`config.mk`:
```
export PLATFORM = sky130hd
export DESIGN_NAME = typed_field_to_double_unit
export DESIGN_NICKNAME = d
export VERILOG_FILES = /design/src/rtl/tfd_pkg.sv /design/src/rtl/typed_field_to_double_unit.sv /design/src/rtl/tfd_extract.sv /design/src/rtl/tfd_normalize.sv /design/src/rtl/tfd_pack.sv
export SDC_FILE = /design/constraint.sdc
export NUM_CORES = 1
export LEC_CHECK = 0
export BUFFER_PORTS_ARGS = -buffer_cell sky130_fd_sc_hd__buf_2
export CORE_UTILIZATION = 61
export DETAILED_ROUTE_END_ITERATION = 8
export PLACE_DENSITY = 0.81
export SLEW_MARGIN = 25
export SYNTH_ARGS = -nofsm -noshare
export SYNTH_HDL_FRONTEND = slang
export SYNTH_SLANG_ARGS = --single-unit
export TNS_END_PERCENT = 20
```
`constraint.sdc`:
```
create_clock -name clk_i -period 4.2 [get_ports clk_i]
set_input_delay 0.21 -clock clk_i [delete_from_list [all_inputs] [get_ports clk_i]]
set_output_delay 0.21 -clock clk_i [all_outputs]
set_load 0.03 [all_outputs]
```
`src/rtl/tfd_pkg.sv`:
```
// Package: types, codes and decode table for the typed field to double unit.
package tfd_pkg;

  localparam logic [63:0] QNAN_BITS = 64'h7FF8_0000_0000_0000;

  typedef enum logic [3:0] {
    KIND_UNKNOWN = 4'd0,
    KIND_INT8    = 4'd1,
    KIND_UINT8   = 4'd2,
    KIND_INT16   = 4'd3,
    KIND_UINT16  = 4'd4,
    KIND_INT32   = 4'd5,
    KIND_UINT32  = 4'd6,
    KIND_INT64   = 4'd7,
    KIND_UINT64  = 4'd8,
    KIND_FLOAT   = 4'd9,
    KIND_DOUBLE  = 4'd10,
    KIND_CHAR    = 4'd11,
    KIND_STR4    = 4'd12,
    KIND_STR16   = 4'd13,
    KIND_STR64   = 4'd14,
    KIND_STR256  = 4'd15
  } kind_e;

  localparam logic [7:0] CODE_I8   = 8'h62; // b
  localparam logic [7:0] CODE_U8   = 8'h42; // B
  localparam logic [7:0] CODE_I16  = 8'h68; // h
  localparam logic [7:0] CODE_U16  = 8'h48; // H
  localparam logic [7:0] CODE_I32  = 8'h69; // i
  localparam logic [7:0] CODE_U32  = 8'h49; // I
  localparam logic [7:0] CODE_I64  = 8'h71; // q
  localparam logic [7:0] CODE_U64  = 8'h51; // Q
  localparam logic [7:0] CODE_F32  = 8'h66; // f
  localparam logic [7:0] CODE_F64  = 8'h64; // d
  localparam logic [7:0] CODE_CHR  = 8'h63; // c
  localparam logic [7:0] CODE_S4   = 8'h6E; // n
  localparam logic [7:0] CODE_S16  = 8'h4E; // N
  localparam logic [7:0] CODE_S64  = 8'h5A; // Z
  localparam logic [7:0] CODE_S256 = 8'h54; // T

  typedef struct packed {
    logic [7:0]  format_code;
    logic [63:0] raw_word;
    logic        complete;
  } tfd_in_t;

  typedef struct packed {
    logic [63:0] value_bits;
    logic [8:0]  element_bytes;
    logic [3:0]  value_kind;
  } tfd_out_t;

  // Stage 1 -> stage 2: magnitude and side info.
  typedef struct packed {
    logic        valid;
    kind_e       kind;
    logic [8:0]  bytes;
    logic        complete;
    logic        neg;
    logic [63:0] mag;
    logic [63:0] raw;
  } tfd_s1_t;

  // Stage 2 -> stage 3: normalized magnitude.
  typedef struct packed {
    logic        valid;
    kind_e       kind;
    logic [8:0]  bytes;
    logic        complete;
    logic        neg;
    logic        zero;
    logic [5:0]  msb;
    logic [63:0] norm;
    logic [63:0] raw;
  } tfd_s2_t;

  function automatic kind_e decode_kind(input logic [7:0] code);
    kind_e k;
    k = KIND_UNKNOWN;
    case (code)
      CODE_I8:   k = KIND_INT8;
      CODE_U8:   k = KIND_UINT8;
      CODE_I16:  k = KIND_INT16;
      CODE_U16:  k = KIND_UINT16;
      CODE_I32:  k = KIND_INT32;
      CODE_U32:  k = KIND_UINT32;
      CODE_I64:  k = KIND_INT64;
      CODE_U64:  k = KIND_UINT64;
      CODE_F32:  k = KIND_FLOAT;
      CODE_F64:  k = KIND_DOUBLE;
      CODE_CHR:  k = KIND_CHAR;
      CODE_S4:   k = KIND_STR4;
      CODE_S16:  k = KIND_STR16;
      CODE_S64:  k = KIND_STR64;
      CODE_S256: k = KIND_STR256;
      default:   k = KIND_UNKNOWN;
    endcase
    return k;
  endfunction

  function automatic logic [8:0] kind_bytes(input kind_e k);
    logic [8:0] b;
    b = 9'd0;
    case (k)
      KIND_INT8, KIND_UINT8, KIND_CHAR:            b = 9'd1;
      KIND_INT16, KIND_UINT16:                     b = 9'd2;
      KIND_INT32, KIND_UINT32, KIND_FLOAT, KIND_STR4: b = 9'd4;
      KIND_INT64, KIND_UINT64, KIND_DOUBLE:        b = 9'd8;
      KIND_STR16:                                  b = 9'd16;
      KIND_STR64:                                  b = 9'd64;
      KIND_STR256:                                 b = 9'd256;
      default:                                     b = 9'd0;
    endcase
    return b;
  endfunction

endpackage

```
`src/rtl/typed_field_to_double_unit.sv`:
```
// Top level: typed field to binary64 converter, three-stage pipeline.
//
// Usage: drive item_i and raise start; the transaction is taken at a rising
// edge with start high and busy low. busy is tied low, so a new transaction
// may enter every cycle.
// Output: done_o is high for one cycle only, once the transaction has passed
// the stage 1, stage 2 and output registers; result_o is valid then.
// Throughput: one transaction per cycle; stages are decode and extract,
// leading-one search and shift, then round and assemble.
// Reset: asynchronous, active low; clears the stage registers and the valid
// bits so no stale result is strobed. The output payload is not reset.
// The receiver cannot stall: each result must be captured in its cycle.
module typed_field_to_double_unit
  import tfd_pkg::*;
(
  input  logic     clk_i,
  input  logic     rst_ni,
  input  logic     start,
  output logic     busy,
  input  tfd_in_t  item_i,
  output logic     done_o,
  output tfd_out_t result_o
);

  tfd_s1_t s1;
  tfd_s2_t s2;
  logic    accept;

  assign busy   = 1'b0;
  assign accept = start & ~busy;

  tfd_extract u_extract (
    .clk_i  (clk_i),
    .rst_ni (rst_ni),
    .valid_i(accept),
    .item_i (item_i),
    .s1_o   (s1)
  );

  tfd_normalize u_normalize (
    .clk_i (clk_i),
    .rst_ni(rst_ni),
    .s1_i  (s1),
    .s2_o  (s2)
  );

  tfd_pack u_pack (
    .clk_i   (clk_i),
    .rst_ni  (rst_ni),
    .s2_i    (s2),
    .valid_o (done_o),
    .result_o(result_o)
  );

  a_latency: assert property (@(posedge clk_i) disable iff (!rst_ni)
    accept |-> ##3 done_o)
    else $error("result missing three cycles after a transaction");

  a_no_spurious: assert property (@(posedge clk_i) disable iff (!rst_ni)
    done_o |-> $past(accept, 3))
    else $error("result without a transaction");

  a_unknown_zero: assert property (@(posedge clk_i) disable iff (!rst_ni)
    done_o && result_o.value_kind == KIND_UNKNOWN |-> result_o.element_bytes == 9'd0)
    else $error("unknown kind with nonzero byte width");

endmodule

```
`src/rtl/tfd_extract.sv`:
```
// Stage 1: decode the format code and extract sign and magnitude.
module tfd_extract
  import tfd_pkg::*;
(
  input  logic    clk_i,
  input  logic    rst_ni,
  input  logic    valid_i,
  input  tfd_in_t item_i,
  output tfd_s1_t s1_o
);

  kind_e       kind;
  logic        neg;
  logic [63:0] mag;
  logic [63:0] r;
  tfd_s1_t     s1_q;

  assign r    = item_i.raw_word;
  assign kind = decode_kind(item_i.format_code);

  always_comb begin
    neg = 1'b0;
    mag = 64'd0;
    case (kind)
      KIND_INT8: begin
        neg = r[7];
        mag = {56'd0, r[7] ? 8'(-r[7:0]) : r[7:0]};
      end
      KIND_UINT8:  mag = {56'd0, r[7:0]};
      KIND_INT16: begin
        neg = r[15];
        mag = {48'd0, r[15] ? 16'(-r[15:0]) : r[15:0]};
      end
      KIND_UINT16: mag = {48'd0, r[15:0]};
      KIND_INT32: begin
        neg = r[31];
        mag = {32'd0, r[31] ? 32'(-r[31:0]) : r[31:0]};
      end
      KIND_UINT32: mag = {32'd0, r[31:0]};
      KIND_INT64: begin
        neg = r[63];
        mag = r[63] ? 64'(-r) : r;
      end
      KIND_UINT64: mag = r;
      KIND_FLOAT:  mag = {41'd0, r[22:0]};
      default: begin
        neg = 1'b0;
        mag = 64'd0;
      end
    endcase
  end

  always_ff @(posedge clk_i or negedge rst_ni) begin
    if (!rst_ni) begin
      s1_q <= '0;
    end else begin
      s1_q.valid    <= valid_i;
      s1_q.kind     <= kind;
      s1_q.bytes    <= kind_bytes(kind);
      s1_q.complete <= item_i.complete;
      s1_q.neg      <= neg;
      s1_q.mag      <= mag;
      s1_q.raw      <= r;
    end
  end

  assign s1_o = s1_q;

endmodule

```
`src/rtl/tfd_normalize.sv`:
```
// Stage 2: find the leading one and left-align the magnitude.
module tfd_normalize
  import tfd_pkg::*;
(
  input  logic    clk_i,
  input  logic    rst_ni,
  input  tfd_s1_t s1_i,
  output tfd_s2_t s2_o
);

  logic [5:0]  msb;
  logic [63:0] norm;
  tfd_s2_t     s2_q;

  always_comb begin
    msb = 6'd0;
    for (int k = 0; k < 64; k++) begin
      if (s1_i.mag[k]) begin
        msb = 6'(k);
      end
    end
  end

  assign norm = s1_i.mag << (6'd63 - msb);

  always_ff @(posedge clk_i or negedge rst_ni) begin
    if (!rst_ni) begin
      s2_q <= '0;
    end else begin
      s2_q.valid    <= s1_i.valid;
      s2_q.kind     <= s1_i.kind;
      s2_q.bytes    <= s1_i.bytes;
      s2_q.complete <= s1_i.complete;
      s2_q.neg      <= s1_i.neg;
      s2_q.zero     <= (s1_i.mag == 64'd0);
      s2_q.msb      <= msb;
      s2_q.norm     <= norm;
      s2_q.raw      <= s1_i.raw;
    end
  end

  assign s2_o = s2_q;

endmodule

```
`src/rtl/tfd_pack.sv`:
```
// Stage 3: round, assemble the binary64 pattern and register the result.
module tfd_pack
  import tfd_pkg::*;
(
  input  logic     clk_i,
  input  logic     rst_ni,
  input  tfd_s2_t  s2_i,
  output logic     valid_o,
  output tfd_out_t result_o
);

  logic [51:0] mant;
  logic        rnd;
  logic        sticky;
  logic [62:0] mag_bits;
  logic [63:0] int_bits;
  logic [63:0] flt_bits;
  logic [63:0] val;
  logic [7:0]  fexp;
  logic        fsign;
  logic [10:0] sub_exp;
  logic        valid_q;
  tfd_out_t    result_q;

  assign mant     = s2_i.norm[62:11];
  assign rnd      = s2_i.norm[10];
  assign sticky   = |s2_i.norm[9:0];
  assign mag_bits = {11'(11'd1023 + 11'(s2_i.msb)), mant}
                  + 63'(rnd & (sticky | mant[0]));
  assign int_bits = s2_i.zero ? {s2_i.neg, 63'd0} : {s2_i.neg, mag_bits};

  assign fsign   = s2_i.raw[31];
  assign fexp    = s2_i.raw[30:23];
  assign sub_exp = 11'(11'd874 + 11'(s2_i.msb));

  always_comb begin
    if (fexp == 8'hFF) begin
      if (s2_i.raw[22:0] == 23'd0) begin
        flt_bits = {fsign, 11'h7FF, 52'd0};
      end else begin
        flt_bits = {fsign, 11'h7FF, 1'b1, s2_i.raw[21:0], 29'd0};
      end
    end else if (fexp == 8'd0) begin
      flt_bits = s2_i.zero ? {fsign, 63'd0} : {fsign, sub_exp, mant};
    end else begin
      flt_bits = {fsign, 11'(11'(fexp) + 11'd896), s2_i.raw[22:0], 29'd0};
    end
  end

  always_comb begin
    val = QNAN_BITS;
    if (s2_i.complete) begin
      case (s2_i.kind)
        KIND_INT8, KIND_UINT8, KIND_INT16, KIND_UINT16,
        KIND_INT32, KIND_UINT32, KIND_INT64, KIND_UINT64: val = int_bits;
        KIND_FLOAT:  val = flt_bits;
        KIND_DOUBLE: val = s2_i.raw;
        default:     val = QNAN_BITS;
      endcase
    end
  end

  always_ff @(posedge clk_i or negedge rst_ni) begin
    if (!rst_ni) begin
      valid_q <= 1'b0;
    end else begin
      valid_q <= s2_i.valid;
    end
  end

  always_ff @(posedge clk_i) begin
    result_q.value_bits    <= val;
    result_q.element_bytes <= s2_i.bytes;
    result_q.value_kind    <= s2_i.kind;
  end

  assign valid_o  = valid_q;
  assign result_o = result_q;

endmodule

```
==> metrics.md <==
| Metric | Value |
|---|---|
| CORE AREA | `30,600 um^2` |
| Worst Hold Class | `input pin to flop` |
| Vias in the first global route | `17,700` |
| Bufs on Longest Clock Path | `3` |
| Layout cells sized above 1 | `0.147` |
| Die Ht | `178 um` |
| WP data required | `4.68 ns` |
| RSZ-0062 raised after global routing | `false` |
| Final Net Count | `2,345` |
| Top cells by instance count after synthesis | `dfrtp_1 (291), nor2_1 (225), nand2_1 (183)` |
| Num rows | `64` |
| Hold Fails Final Rpt | `0` |
| I/O Pins | `155` |
| Starting DRC count in detailed routing | `2,619` |
| Via density | `7.02` |
| Worst Clk Skew | `0.0335 ns` |
| Worst slack, placed | `0.133 ns` |
| Area occupied by multi-input gates | `9610 um^2` |
| Crit path capture type | `flop` |
| FF+latch count, synth | `366` |
| Largest net degree at the start of global routing | `112` |
| Pins Over Slew Limit | `0` |
| EDFF count, synth | `0` |
| Synth area leader | `dfrtp_1` |
| Status | `finished, final reports clean` |
| Fillers | `2,174` |
| Max Freq | `0.251 GHz` |
| Top cell type's share of synthesized area | `0.384` |
| IO Port Bufs | `151` |
| Vias | `18,800` |
| H-tree levels | `2` |
| First-pass GRT wire length | `111,000 um` |
| Clk sinks | `366` |
| TritonCTS Buffers | `38` |
| DRC viols | `0` |
| Cell count after synthesis | `2,047` |
| Worst setup margin | `0.215 ns` |
| Max_cap viols | `0` |
| Post-DR wirelength/cell | `27.8 um` |
| Final Setup Violations | `0` |
| Actual slew at the worst max-slew pin | `0.948 ns` |
| Routed WL | `74,800 um` |
| Critical Path Fanout Max | `18` |
| Power per cell area | `427 nW/um^2` |
| Slack of the worst reg-to-reg path | `0.22 ns` |
| Crit share post-route | `0.949` |
| Crit start category | `flop` |
| Worst vdd ir | `335 uV` |
| CTS tree | `built` |
| Final ANT Viol Nets | `0` |
| CTS root buf | `clkbuf_16` |
| Initial antenna violation count | `13` |
| Clock slew at reported path FFs | `0.06 ns` |
| P&R area growth vs syn | `17.8%` |
| Top post-synthesis cells by area | `dfrtp_1 (38%), mux2i_1 (8.6%), dfxtp_1 (7.9%)` |
| Worst skew pair latency | `0.57 ns` |
| Sequential area share after synthesis | `0.463` |
| Global route overflow | `0` |
| Post-Syn Area | `19,000 um^2` |
| Leak | `9.95 nW` |
| Avg Inst Size Synth | `9.27 um^2` |
| Reg area | `8780 um^2` |
| Count leader, synth | `dfrtp_1` |
| HPWL after DPL | `54,400 um` |
| Crit Path Category | `flop to flop` |
| Top_reg_cell synth | `dfrtp_1` |
| All-Layer GR Usage | `0.475` |
| Post-Route Setup TNS | `0 ns` |
| Yosys warns | `0` |
| Die width | `178 um` |
| Count of different cell masters after synthesis | `82` |
| Post-CTS Setup Bufs | `0` |
| Initial Utilization | `0.620` |
| Die Area | `31,800 um^2` |
| Critical path arrival | `4.47 ns` |
| Minimum clock period | `3.98 ns` |
| 1st-pass router iterations | `8` |
| Relative slew slack | `0.368` |
| Post-synth ARST share | `0.795` |
| Final GP Congestion | `1.05` |
==> cell families after synthesis <==
kind of cell    Yosys count  synth area share
other cells               1          0.000198
flops                   366             0.463
fa+ha+maj                14           0.00923
buf+inv                 157            0.0339
compound gates          567             0.195
xor+xnor                 44            0.0203
mux                     182            0.0972
simple gates            716             0.181
==> cell type report <==
type | count | area share
inverter | 37 | 0.00621
clock buffer | 46 | 0.0443
multi-input combinational | 1526 | 0.430
antenna | 5 | 0.000560
sequential | 366 | 0.393
timing repair buffer | 286 | 0.0898
tap | 396 | 0.0222
clock inverter | 24 | 0.0143
==> report_power, final <==
part	internal [mW]	switching, mW	total (mW)
combinational	0.714	1.19	1.90
clock	2.04	1.51	3.55
sequential	3.72	0.365	4.09
total	6.47	3.07	9.54
==> state kept, by name (all words and copies together), names as in the netlist <==
name and cells:
u_pack.valid_o 1, u_extract.s1_o 142, u_normalize.s2_o 148, u_pack.result_o 75
==> per-stage QoR <==
| step | util | power, mW | cells | hold slack (ns) | instance area, um^2 |
|---|---|---|---|---|---|
| 4_1_cts | 0.730 | 9.44 | 2681 | 0.115 | 22300 |
| 6_report | 0.731 | 9.54 | 2686 | 0.143 | 22400 |
| 2_1_floorplan | - | 5.10 | 2049 | -0.0856 | 19000 |
| 3_5_place_dp | 0.666 | 5.89 | 2545 | 0.321 | 20400 |
| 3_3_place_gp | 0.666 | 5.86 | 2545 | 0.302 | 20400 |
| 5_1_grt | 0.731 | 9.77 | 2681 | 0.136 | 22300 |
==> placed cells by master (no fill, tap or decap), types with 28 or more instances in the layout <==
master | netlist | routed
nand2_1 | 183 | 182
nand3_1 | 57 | 56
xnor2_1 | 31 | 31
a221oi_1 | 34 | 34
o31ai_1 | 46 | 45
buf_4 | 6 | 64
a21o_1 | 28 | 28
dfxtp_1 | 75 | 75
mux2i_1 | 163 | 162
buf_2 | 19 | 150
inv_1 | 35 | 35
a21oi_1 | 175 | 175
o21ai_0 | 103 | 102
dlygate4sd3_1 | 0 | 66
nor4_1 | 39 | 38
clkbuf_16 | 0 | 38
nor2_1 | 225 | 225
dfrtp_1 | 291 | 291
nor3_1 | 50 | 49
==> per-layer routing <==
layer,vias up,track usage,share of wire,wire length [um]
met5,-,0,0.00082,61
met1,8975,0.591,0.36,26900
met4,10,0.285,0.072,5380
met2,1547,0.722,0.44,32800
met3,364,0.151,0.13,9580
li1,7949,-,-,-
==> repair_timing <==
item,4_1_cts,5_1_grt
hold endpoints to repair,214,0
resized for setup,0,3
hold buffers,66,0
setup endpoints to repair,0,9
==> path summary, 6_finish.rpt <==
kind	start	endpoint	cells past startpoint
setup / recovery	u_extract.s1_o[70]$_DFF_PN0_	u_normalize.s2_o[96]$_DFF_PN0_	13
hold / removal	item_i[64]	u_extract.s1_o[63]$_DFF_PN0_	2
setup reg to reg	u_extract.s1_o[70]$_DFF_PN0_	u_normalize.s2_o[96]$_DFF_PN0_	13
hold reg to reg	u_extract.s1_o[21]$_DFF_PN0_	u_normalize.s2_o[21]$_DFF_PN0_	0
max in group asynchronous	rst_ni	u_normalize.s2_o[128]$_DFF_PN0_	3
min in group asynchronous	rst_ni	u_extract.s1_o[59]$_DFF_PN0_	2
==> critical path, stage by stage (launching register included) <==
cell,delay [ns]
dfrtp_1,0.43
nor4_1,0.44
nand2b_1,0.20
nand3_1,0.08
and3_1,0.25
o31ai_2,0.51
nand2_4,0.27
buf_12,0.25
mux2i_2,0.45
mux2i_1,0.20
mux2i_1,0.39
nand2_1,0.09
o311ai_0,0.14
buf_4,0.20
Note: power is estimated with default switching activity, not from simulation.
